[config.mk]
export PLATFORM = sky130hd
export DESIGN_NAME = korobov_lattice_point_generator_top
export DESIGN_NICKNAME = d
export VERILOG_FILES = /design/src/klpg_pkg.sv /design/src/korobov_lattice_point_generator_top.sv /design/src/klpg_div.sv /design/src/klpg_core.sv
export SDC_FILE = /design/constraint.sdc
export NUM_CORES = 1
export LEC_CHECK = 0
export ABC_CLOCK_PERIOD_IN_PS = 13400
export BUFFER_PORTS_ARGS = -buffer_cell sky130_fd_sc_hd__buf_2
export CAP_MARGIN = 20
export CORE_MARGIN = 2
export CORE_UTILIZATION = 55
export DETAILED_ROUTE_END_ITERATION = 10
export GPL_TIMING_DRIVEN = 0
export PLACE_DENSITY = 0.81
export SLEW_MARGIN = 15
export SYNTH_ARGS = -nofsm -noshare
export SYNTH_HDL_FRONTEND = slang
export SYNTH_SLANG_ARGS = --single-unit
[constraint.sdc]
create_clock -name clk -period 13.4 [get_ports clk]
set_input_delay 2.01 -clock clk [delete_from_list [all_inputs] [get_ports clk]]
set_output_delay 2.01 -clock clk [all_outputs]
set_load 0.05 [all_outputs]
[src/klpg_pkg.sv]
// ----------------------------------------------------------------------------
// klpg_pkg
// Shared types and register indexes for the rank-1 lattice point generator.
// ----------------------------------------------------------------------------
package klpg_pkg;

	localparam int DIM_W     = 3;
	localparam int CFG_IDX_W = 3;

	typedef logic [DIM_W-1:0]     dim_t;
	typedef logic [CFG_IDX_W-1:0] cfg_idx_t;

	localparam cfg_idx_t REG_NUM_POINTS = 3'd0;
	localparam cfg_idx_t REG_DIM_COUNT  = 3'd1;
	localparam cfg_idx_t REG_GEN_BASE   = 3'd2;

endpackage

[src/korobov_lattice_point_generator_top.sv]
// ----------------------------------------------------------------------------
// korobov_lattice_point_generator_top: rank-1 lattice point generator
// Words for a taken request come one per dimension from the one-bit-per-cycle divider;
// the next request is taken only after every word is loaded and all MAX_DIM numerators
// advance (the advance stops early on the last point); output stalls add delay.
// Reset restores n = 1, one dimension, g0 = 1, other generators 0, point 0.
// ----------------------------------------------------------------------------
module korobov_lattice_point_generator_top import klpg_pkg::*; #(
	parameter int MAX_DIM    = 6,
	parameter int COUNT_BITS = 20,
	parameter int FRAC_BITS  = 32
) (
	input  logic                  clk,
	input  logic                  arst_n,
	input  logic                  cfg_valid,
	output logic                  cfg_ready,
	input  cfg_idx_t              cfg_index,
	input  logic [COUNT_BITS:0]   cfg_data,
	input  logic                  in_valid,
	output logic                  in_ready,
	input  logic                  restart,
	output logic                  out_valid,
	input  logic                  out_ready,
	output logic [COUNT_BITS-1:0] point_index,
	output dim_t                  dim_index,
	output logic [COUNT_BITS-1:0] coord_num,
	output logic [FRAC_BITS-1:0]  coord_frac,
	output logic                  last_dim,
	output logic                  last_point,
	output logic                  bad_generator
);

	localparam int CB = COUNT_BITS;

	logic [CB:0]                      num_points_q;
	dim_t                             dim_count_q;
	logic [MAX_DIM-1:0][CB-1:0]       gen_q;
	logic [CB:0]                      n_eff;
	dim_t                             dims_eff;
	logic                             cfg_wr;

	assign cfg_ready = 1'b1;
	assign cfg_wr    = cfg_valid && cfg_ready;

	always_comb begin
		if (num_points_q == '0) begin
			n_eff = (CB+1)'(1);
		end else if (num_points_q > ((CB+1)'(1) << CB)) begin
			n_eff = (CB+1)'(1) << CB;
		end else begin
			n_eff = num_points_q;
		end
		if (dim_count_q == '0) begin
			dims_eff = DIM_W'(1);
		end else if (dim_count_q > DIM_W'(MAX_DIM)) begin
			dims_eff = DIM_W'(MAX_DIM);
		end else begin
			dims_eff = dim_count_q;
		end
	end

	always_ff @(posedge clk or negedge arst_n) begin
		if (!arst_n) begin
			num_points_q <= (CB+1)'(1);
			dim_count_q  <= DIM_W'(1);
			for (int g = 0; g < MAX_DIM; g++) begin
				gen_q[g] <= (g == 0) ? CB'(1) : '0;
			end
		end else if (cfg_wr) begin
			case (cfg_index)
				REG_NUM_POINTS: num_points_q <= cfg_data;
				REG_DIM_COUNT:  dim_count_q  <= cfg_data[DIM_W-1:0];
				default: begin
					for (int g = 0; g < MAX_DIM; g++) begin
						if (cfg_index == CFG_IDX_W'(int'(REG_GEN_BASE) + g)) begin
							gen_q[g] <= cfg_data[CB-1:0];
						end
					end
				end
			endcase
		end
	end

	klpg_core #(
		.MAX_DIM   (MAX_DIM),
		.COUNT_BITS(COUNT_BITS),
		.FRAC_BITS (FRAC_BITS)
	) u_core (
		.clk          (clk),
		.arst_n       (arst_n),
		.cfg_clear    (cfg_wr),
		.n_eff        (n_eff),
		.dims_eff     (dims_eff),
		.gens         (gen_q),
		.in_valid     (in_valid),
		.in_ready     (in_ready),
		.restart      (restart),
		.out_valid    (out_valid),
		.out_ready    (out_ready),
		.point_index  (point_index),
		.dim_index    (dim_index),
		.coord_num    (coord_num),
		.coord_frac   (coord_frac),
		.last_dim     (last_dim),
		.last_point   (last_point),
		.bad_generator(bad_generator)
	);

`ifndef SYNTHESIS
	a_num_in_range: assert property (@(posedge clk) disable iff (!arst_n)
		out_valid |-> (({1'b0, coord_num} < n_eff) && ({1'b0, point_index} < n_eff)))
		else $error("numerator or point index not below modulus");

	a_bad_zero: assert property (@(posedge clk) disable iff (!arst_n)
		(out_valid && bad_generator) |-> ((coord_num == '0) && (coord_frac == '0)))
		else $error("bad generator word carries a nonzero coordinate");

	a_last_dim: assert property (@(posedge clk) disable iff (!arst_n)
		(out_valid && last_dim) |-> ((dim_index + DIM_W'(1)) == dims_eff))
		else $error("last_dim on a word that is not the final dimension");

	a_busy_no_accept: assert property (@(posedge clk) disable iff (!arst_n)
		(in_valid && in_ready) |=> !in_ready)
		else $error("request taken while a point is in progress");
`endif

endmodule

[src/klpg_div.sv]
// ----------------------------------------------------------------------------
// klpg_div
// Restoring divider, one quotient bit per cycle: quot = floor(num*2^QW/den),
// for num < den.
// ----------------------------------------------------------------------------
module klpg_div #(
	parameter int NW = 21,
	parameter int QW = 32
) (
	input  logic          clk,
	input  logic          arst_n,
	input  logic          start,
	input  logic [NW-1:0] num,
	input  logic [NW-1:0] den,
	output logic          done,
	output logic [QW-1:0] quot
);

	localparam int CW = $clog2(QW + 1);

	logic [NW-1:0] rem_q;
	logic [QW-1:0] quot_q;
	logic [CW-1:0] cnt_q;
	logic          busy_q;

	logic [NW:0] shifted;
	logic [NW:0] diff;
	logic        ge;

	assign shifted = {rem_q, 1'b0};
	assign ge      = shifted >= {1'b0, den};
	assign diff    = shifted - {1'b0, den};
	assign done    = !busy_q;
	assign quot    = quot_q;

	always_ff @(posedge clk or negedge arst_n) begin
		if (!arst_n) begin
			busy_q <= 1'b0;
			cnt_q  <= '0;
		end else if (start) begin
			rem_q  <= num;
			quot_q <= '0;
			cnt_q  <= CW'(QW);
			busy_q <= 1'b1;
		end else if (busy_q) begin
			rem_q  <= ge ? diff[NW-1:0] : shifted[NW-1:0];
			quot_q <= {quot_q[QW-2:0], ge};
			cnt_q  <= cnt_q - CW'(1);
			if (cnt_q == CW'(1)) begin
				busy_q <= 1'b0;
			end
		end
	end

endmodule

[src/klpg_core.sv]
// ----------------------------------------------------------------------------
// klpg_core
// Point sequencer: numerator store, modular advance, output word register,
// and the shared divider that forms each coordinate fraction.
// ----------------------------------------------------------------------------
module klpg_core import klpg_pkg::*; #(
	parameter int MAX_DIM    = 6,
	parameter int COUNT_BITS = 20,
	parameter int FRAC_BITS  = 32
) (
	input  logic                                 clk,
	input  logic                                 arst_n,
	input  logic                                 cfg_clear,
	input  logic [COUNT_BITS:0]                  n_eff,
	input  dim_t                                 dims_eff,
	input  logic [MAX_DIM-1:0][COUNT_BITS-1:0]   gens,
	input  logic                                 in_valid,
	output logic                                 in_ready,
	input  logic                                 restart,
	output logic                                 out_valid,
	input  logic                                 out_ready,
	output logic [COUNT_BITS-1:0]                point_index,
	output dim_t                                 dim_index,
	output logic [COUNT_BITS-1:0]                coord_num,
	output logic [FRAC_BITS-1:0]                 coord_frac,
	output logic                                 last_dim,
	output logic                                 last_point,
	output logic                                 bad_generator
);

	localparam int CB    = COUNT_BITS;
	localparam int IDX_W = (MAX_DIM > 1) ? $clog2(MAX_DIM) : 1;

	typedef enum logic [1:0] {
		ST_IDLE,
		ST_START,
		ST_WAIT,
		ST_ADV
	} state_t;

	state_t           state_q;
	logic [IDX_W-1:0] idx_q;
	logic [CB-1:0]    cnt_q;
	logic [CB-1:0]    nums_q [MAX_DIM];
	logic             out_valid_q;

	logic [CB-1:0]        gen_sel;
	logic [CB-1:0]        num_sel;
	logic                 bad_sel;
	logic [CB:0]          sum;
	logic [CB-1:0]        nxt_num;
	logic                 is_last_pt;
	logic                 is_last_dim;
	logic                 out_free;
	logic                 load_out;
	logic                 clr_walk;
	logic                 div_start;
	logic                 div_done;
	logic [CB-1:0]        div_num;
	logic [FRAC_BITS-1:0] div_quot;

	assign gen_sel     = gens[idx_q];
	assign num_sel     = nums_q[idx_q];
	assign bad_sel     = {1'b0, gen_sel} >= n_eff;
	assign sum         = {1'b0, num_sel} + {1'b0, gen_sel};
	assign nxt_num     = (sum >= n_eff) ? CB'(sum - n_eff) : sum[CB-1:0];
	assign is_last_pt  = ({1'b0, cnt_q} + (CB+1)'(1)) == n_eff;
	assign is_last_dim = (DIM_W'(idx_q) + DIM_W'(1)) == dims_eff;
	assign out_free    = !out_valid_q || out_ready;
	assign load_out    = (state_q == ST_WAIT) && div_done && out_free;
	assign clr_walk    = cfg_clear
		|| ((state_q == ST_IDLE) && in_valid && (restart || ({1'b0, cnt_q} >= n_eff)))
		|| ((state_q == ST_ADV) && is_last_pt);
	assign div_start   = state_q == ST_START;
	assign div_num     = bad_sel ? '0 : num_sel;
	assign in_ready    = state_q == ST_IDLE;
	assign out_valid   = out_valid_q;

	klpg_div #(
		.NW(CB + 1),
		.QW(FRAC_BITS)
	) u_div (
		.clk   (clk),
		.arst_n(arst_n),
		.start (div_start),
		.num   ({1'b0, div_num}),
		.den   (n_eff),
		.done  (div_done),
		.quot  (div_quot)
	);

	always_ff @(posedge clk or negedge arst_n) begin
		if (!arst_n) begin
			state_q     <= ST_IDLE;
			idx_q       <= '0;
			cnt_q       <= '0;
			out_valid_q <= 1'b0;
			for (int k = 0; k < MAX_DIM; k++) begin
				nums_q[k] <= '0;
			end
		end else begin
			if (load_out) begin
				out_valid_q <= 1'b1;
			end else if (out_ready) begin
				out_valid_q <= 1'b0;
			end
			if (clr_walk) begin
				cnt_q <= '0;
				for (int k = 0; k < MAX_DIM; k++) begin
					nums_q[k] <= '0;
				end
			end else if (state_q == ST_ADV) begin
				nums_q[idx_q] <= bad_sel ? '0 : nxt_num;
				if (idx_q == IDX_W'(MAX_DIM - 1)) begin
					cnt_q <= cnt_q + CB'(1);
				end
			end
			case (state_q)
				ST_IDLE: begin
					if (in_valid) begin
						idx_q   <= '0;
						state_q <= ST_START;
					end
				end
				ST_START: begin
					state_q <= ST_WAIT;
				end
				ST_WAIT: begin
					if (load_out) begin
						point_index   <= cnt_q;
						dim_index     <= DIM_W'(idx_q);
						coord_num     <= div_num;
						coord_frac    <= div_quot;
						last_dim      <= is_last_dim;
						last_point    <= is_last_pt;
						bad_generator <= bad_sel;
						if (is_last_dim) begin
							idx_q   <= '0;
							state_q <= ST_ADV;
						end else begin
							idx_q   <= idx_q + IDX_W'(1);
							state_q <= ST_START;
						end
					end
				end
				ST_ADV: begin
					if (is_last_pt || (idx_q == IDX_W'(MAX_DIM - 1))) begin
						state_q <= ST_IDLE;
					end else begin
						idx_q <= idx_q + IDX_W'(1);
					end
				end
				default: begin
					state_q <= ST_IDLE;
				end
			endcase
		end
	end

endmodule
# ---- After elaboration in Yosys (flattened, before gate mapping)
# Cells that the tools add are included.
dict set report word_totals {
  reg_bits 428
  in_bits 30
  elab_cells 143
}
dict set report op_classes {
  n_eq_ne 18
  n_addsub 7
  magnitude_cmp 9
  bitwise_logic 2
  n_reduce_logical 36
  muxes 41
}
# operator count
set op_table {}
lappend op_table {{$mux W120} 2}
lappend op_table {{$mux W20} 11}
lappend op_table {{$bmux W20 S3} 2}
lappend op_table {{$bwmux W120} 1}
lappend op_table {{$mux W21} 4}
lappend op_table {{$demux W20 S3} 1}
lappend op_table {{$ge A20 B21 Y1} 2}
lappend op_table {{$mux W32} 1}
lappend op_table {{$reduce_and A3 Y1} 8}
lappend op_table {{$ge A22 B21 Y1} 1}
lappend op_table {{$add A20 B1 Y21 const B} 1}
lappend op_table {{$add A20 B20 Y21} 1}
lappend op_table {{$eq A21 B21 Y1} 1}
lappend op_table {{$ge A21 B21 Y1} 1}
lappend op_table {{$gt A21 B21 Y1 const B} 1}
lappend op_table {{$logic_not A21 Y1} 1}
lappend op_table {{$sub A21 B21 Y21} 1}
lappend op_table {{$add A20 B1 Y20 const B} 1}
lappend op_table {{$sub A20 B20 Y20} 1}
lappend op_table {{$mux W3} 6}
lappend op_table {{$eq A3 B3 Y1 const B} 5}
lappend op_table {{$mux W6} 2}
lappend op_table {{$pmux W3 S3} 1}
lappend op_table {{$mux W2} 4}
lappend op_table {{28 further kinds} 53}

# ---- Longest topological paths before layout
dict set report logic_depth {
  depth_word 11
  mapped_depth 26
}

# ---- By module
# A second synthesis with hierarchy kept.
dict set report unflattened {
  cells_unflattened 2083
  area_unflattened_um2 23242.3
}
# module instances seq_area_each_um2 cells_per_inst area_per_inst_um2
set modules_own_cells {}
lappend modules_own_cells {klpg_core 1 5995.8 1357 13586.8}
lappend modules_own_cells {korobov_lattice_point_generator_top 1 3607.2 350 5605.4}
lappend modules_own_cells {klpg_div 1 1766.7 376 4050.1}

# ---- Least setup slack after synthesis
# OpenSTA, ideal clock, no wires.
dict set report synth_timing {
  path_kind {register to register}
  start {reg u_core.idx_q[0]}
  end {reg u_core.nums_q[74] (netlist bit)}
  stages_incl_launch_ff 24
  setup_slack_ns 6.998
  t_arrival_ns 6.280
  path_buffers 5
  cell_sequence {dfrtp_1 > clkbuf_1 > nor3b_1 > clkbuf_1 > clkbuf_1 > buf_1 > a22oi_1 > nand3_1 > ha_1 > a211oi_1 > o21a_1 > o21ai_0 > a41oi_1 > xnor2_1 > ha_1 > and3_1 > nand3_1 > a2111oi_0 > o31ai_1 > a311oi_1 > or2_2 > buf_4 > mux2_2 > a32o_1}
}
dict set report synth_via {
  elab_chain_len 11
  elab_cells_between_ends 20
}
# element line_no
set synth_lines {}
lappend synth_lines {{start: declaration} klpg_core.sv:42} ;# logic [IDX_W-1:0] idx_q;
lappend synth_lines {{start signal: assignment} klpg_core.sv:141} ;# idx_q <= idx_q + IDX_W'(1);
lappend synth_lines {{start signal: assignment} klpg_core.sv:150} ;# idx_q <= idx_q + IDX_W'(1);
lappend synth_lines {{$not A3 Y4} {klpg_core.sv:63, klpg_core.sv:113}}
lappend synth_lines {{$bmux W20 S3} klpg_core.sv:63} ;# assign num_sel = nums_q[idx_q];
lappend synth_lines {{$mux W20 (not written as such) (2 in a row)} klpg_core.sv:63}
lappend synth_lines {{$add A20 B20 Y21} klpg_core.sv:65} ;# assign sum = {1'b0, num_sel} + {1'b0, gen_sel};
lappend synth_lines {{$sub A20 B20 Y20 or $ge A21 B21 Y1 (tied branches)} klpg_core.sv:66} ;# assign nxt_num = (sum >= n_eff) ? CB'(sum - n_eff) : sum[CB-1:0];
lappend synth_lines {{$mux W20} klpg_core.sv:66}
lappend synth_lines {{$mux W20} klpg_core.sv:113} ;# nums_q[idx_q] <= bad_sel ? '0 : nxt_num;
lappend synth_lines {{$bwmux W120 *} klpg_core.sv:113}
lappend synth_lines {{$mux W120 *} klpg_core.sv:112} ;# end else if (state_q == ST_ADV) begin
lappend synth_lines {{$mux W120 *} klpg_core.sv:107} ;# if (clr_walk) begin
lappend synth_lines {{end signal: indexed assignment} klpg_core.sv:113}
lappend synth_lines {{end: declaration} klpg_core.sv:44} ;# logic [CB-1:0] nums_q [MAX_DIM];
# Mark *: on every way between the ends. The rest lies on a longest branch, timed or not. The select of a mux whose other input is x is not followed.
# A chain may end at the register's enable or synchronous reset.

# ---- Final worst setup path
dict set report layout_timing {
  start {reg u_core.idx_q[0]}
  end {reg u_core.nums_q[91] (netlist bit)}
}
# The elaborated chain is that of the path after synthesis.

==> summary.md <==
| Metric | Value |
|---|---|
| Worst-path cell chain | `clkbuf_1 > nor3b_1 > clkbuf_1 > clkbuf_1 > buf_1 > a22oi_1 > nand3_1 > ha_1 > a211oi_1 > o21a_1 > o21ai_0 > a41oi_1 > xnor2_1 > ha_1 > and3_1 > nand3_1 > a2111oi_0 > o31ai_1 > a311oi_1 > or2_2 > buf_4 > o21ai_0 > a21oi_1 > a22o_1` |
| Area grow syn2layout | `12.46%` |
| Filler instances | `3124` |
| Setup crit end kind | `flip-flop` |
| GRT Util Overall | `30.13%` |
| R2r setup slk | `4060 ps` |
| Worst path depth | `24` |
| Die Y | `207.5 um` |
| Post-Syn Nets | `2147` |
| Worst Max-Slew Pin Slew | `approximately 1400 ps` |
| # IOs | `111` |
| Crit path buf inv count | `5` |
| Critical R2R Launch | `u_core.idx_q[0]` |
| RSZ-0062 raised after global routing | `false` |
| Crit path kind | `reg -> reg` |
| Fin Clk Skew | `about 22 ps` |
| Crit path from | `u_core.idx_q[0]` |
| Relative slew margins | `under 10%` |
| Setup TNS | `0 ps` |
| MaxCap Viol Count | `0` |
| Number of DRC markers in iteration 0 | `~1800` |
| Post-cts repair resize count | `0` |
| Status | `finished clean` |
| Fin crit period | `9338 ps` |
| Initial Util | `55.78%` |
| Via density | `6.535` |
| Post-CTS setup repair buffer count | `0` |
| Synth unique cells | `roughly 80` |
| Largest net degree at the start of global routing | `roughly 110` |
| DPL Wire Length | `47.02 mm` |
| Drt wl/cell | `23.89 um` |
| Finished Cell Area | `0.02561 mm2` |
| Delay-heaviest family, CP | `compound AO/OA/AOI/OAI gates` |
| Vias in the first global route | `17630` |
| EDFF count, synth | `131` |
| Post-Layout Cell Count | `2744` |
| Worst-Skew Late Latency | `600 ps` |
| Mapped Cells | `2007` |
| Fmax | `107.1 MHz` |
| Row cnt | `74` |
| Syn Area/Cell | `around 11 um2` |
| CTS Buffer Depth | `3` |
| Worst reg-to-reg path cell count | `24` |
| Synth Register Bits | `428` |
| Number of buffers created by CTS | `45` |
| Max Fanout on Critical Path | `10` |
| Hold Path End | `u_core.coord_frac[31]` |
| Register area | `0.01137 mm2` |
| Util after Layout | `62.73%` |
| Ys Warns | `0` |
| Hold path cells | `0` |
| Cells after DPL | `2662` |
| Global-route met2 utilization | `47.79%` |
| Post-Place Worst Slack | `4465 ps` |
| CTS tree | `done` |
| Final global-route overflow total | `0` |
| Critical path arrival | `9860 ps` |
| Clock-pin slew of the registers on the worst-case setup and hold paths | `roughly 60 ps` |
| Worst reg2reg path endpoint | `u_core.nums_q[91]` |
| Top Usage Layer GRT | `met2` |
| Sequential share of the synthesized area | `49.92%` |
| Slowest library cell on the worst path | `nor3b_1` |
| DIE AREA | `0.04305 mm2` |
| Chip width | `approximately 210 um` |
| Peak per-stage delay on the critical path | `740 ps` |
| Core Region | `0.04083 mm2` |
| Initial antenna violation count | `2` |
| Vias | `17930` |
| GRT met3 Usage | `5.250%` |
| Final hold violations | `0` |
| Grt met1 use | `about 40%` |
| Startpoint Class | `flip-flop` |
| PwrDens | `around 270 mW/mm2` |
| DRC | `0` |
| Post-synth ARST share | `between 60% and 70%` |
| Most frequent CP cell | `clkbuf_1` |
| Data required, critical path | `13920 ps` |
| First-pass GRT wire length | `101.1 mm` |
| Min-delay src | `u_core.u_div.quot[31]` |
| CTS H-tree lvls | `2` |
| CTS sink cnt | `428` |
| Hold WC Path Type | `reg -> reg` |
| Root Driver | `clkbuf_16` |
| WL final | `65.54 mm` |
| Main synth FF type | `dfrtp_1` |
| Global placement routability congestion | `0.9825` |
| Setup-failing EPs final | `0` |
| Area occupied by multi-input gates | `0.01076 mm2` |
| Port buffer count | `109` |
| Fin crit share | `69.69%` |
| Placed cell areas | `0.02419 mm2` |
| VDD IR max | `roughly 0.17 mV` |
| Final Net Count | `approximately 2300` |
| Antenna viol nets, final | `0` |
| Hold Buf Count CTS | `0` |
| Pleak | `between 0.01 and 0.015 uW` |
| Share of layout cells above drive strength 1 | `between 10% and 20%` |
| Synth Cell Area | `0.02277 mm2` |
| DR pass1 iterations | `6` |
| Final Max Tran Viols | `0` |
| Final worst setup slack | `4062 ps` |
placed cells by master (no fill, tap or decap), types with 6 or more instances in the layout:
master,n
a21oi_1,70
o21bai_1,11
a32o_1,20
buf_4,11
nor4_1,12
nor3b_1,12
a31oi_1,12
o21a_1,14
mux2_2,146
nor3_1,38
nand3_1,50
and2_1,11
buf_1,8
o211ai_1,6
clkbuf_1,98
buf_2,130
and3_1,14
a22o_1,102
o31ai_1,7
o22ai_1,22
nand2b_1,22
xor2_1,32
a21o_1,32
nand4_1,18
a221oi_1,20
a211oi_1,8
xnor2_1,57
ha_1,107
inv_1,52
nand2_1,108
a22oi_1,106
dfrtp_1,294
edfxtp_1,131
clkbuf_16,45
nor2b_1,9
nor2_1,140
mux2i_1,59
o21ai_0,48
or3_1,10
kinds of logic after synthesis:
family	count (synthesis)	share of synthesized area, %
compound gates	527	17.21
buf+inv	166	2.934
simple gates	481	10.54
other cells	1	0.01647
xor+xnor	89	3.423
fa+ha+maj	110	6.142
flops	428	49.92
mux	205	9.812
synth_stat cells (50+ instances only):
master,instances,area [um2]
nor2_1,140,525.5
a22oi_1,106,795.8
a21oi_1,70,350.3
mux2_2,146,1644
dfrtp_1,294,7357
nand2_1,108,405.4
edfxtp_1,131,3934
inv_1,52,195.2
ha_1,107,1339
mux2i_1,59,590.6
nand3_1,50,250.2
xnor2_1,57,499.2
clkbuf_1,84,315.3
a22o_1,102,893.4
worst max-delay path by stage:
stage	endpoint	slack (ps)
after floorplan	u_core.nums_q[74]	7000
after global placement	u_core.point_index[13]	2510
after detailed placement	u_core.nums_q[31]	4460
after CTS	u_core.nums_q[91]	4370
after global routing	u_core.nums_q[91]	3560
final	u_core.nums_q[91]	4060
report_power, final:
part           switching (uW)  internal, uW  total (uW)
sequential                202          1730        1930
combinational            2410          1400        3810
clock                     517           702        1220
total                    3130          3830        6960
per-stage QoR:
| step | hold slack [ps] | power, uW |
|---|---|---|
| after floorplan | 425.7 | 4610 |
| after global placement | 444.4 | 5494 |
| after detailed placement | 448.5 | 5630 |
| after CTS | 458.0 | 6876 |
| after global routing | 462.9 | 7358 |
| final | 462.2 | 6955 |
layout make-up:
type / instances / share of cell area [%]
sequential: 428 / 44.39
timing repair buffer: 124 / 2.853
antenna: 2 / 0.01954
buffer: 114 / 1.847
inverter: 52 / 0.7621
multi-input combinational: 1413 / 42.01
clock inverter: 16 / 0.7035
tap: 532 / 2.599
clock buffer: 63 / 4.817
sequential cells by signal, indices dropped and copies added (netlist names), 2 cells and up:
register / cells
gen_q: 120
u_core.nums_q: 120
u_core.coord_frac: 32
u_core.u_div.quot: 32
num_points_q: 21
u_core.u_div.rem_q: 21
u_core.cnt_q: 20
u_core.coord_num: 20
u_core.point_index: 20
u_core.u_div.cnt_q: 6
dim_count_q: 3
u_core.dim_index: 3
u_core.idx_q: 3
u_core.state_q: 2
routing by layer:
metal  up-vias  share of wire, %
met2       896                47
met5         -             0.020
met4         2               5.0
met1      8890                40
li1       7961                 -
met3       182               8.5
worst register-to-register path, cell delays in order, from the launching register on:
cell       delay [ps]
dfrtp_1           490
clkbuf_1          310
nor3b_1           750
clkbuf_1          580
clkbuf_1          670
buf_1             480
a22oi_1           160
nand3_1           230
ha_1              280
a211oi_1          330
o21a_1            220
o21ai_0           130
a41oi_1           610
xnor2_1           230
ha_1              430
and3_1            240
nand3_1           160
a2111oi_0         690
o31ai_1           160
a311oi_1          640
or2_2             250
buf_4             210
o21ai_0           170
a21oi_1           590
a22o_1            240
Note: power is estimated with default switching activity, not from simulation.
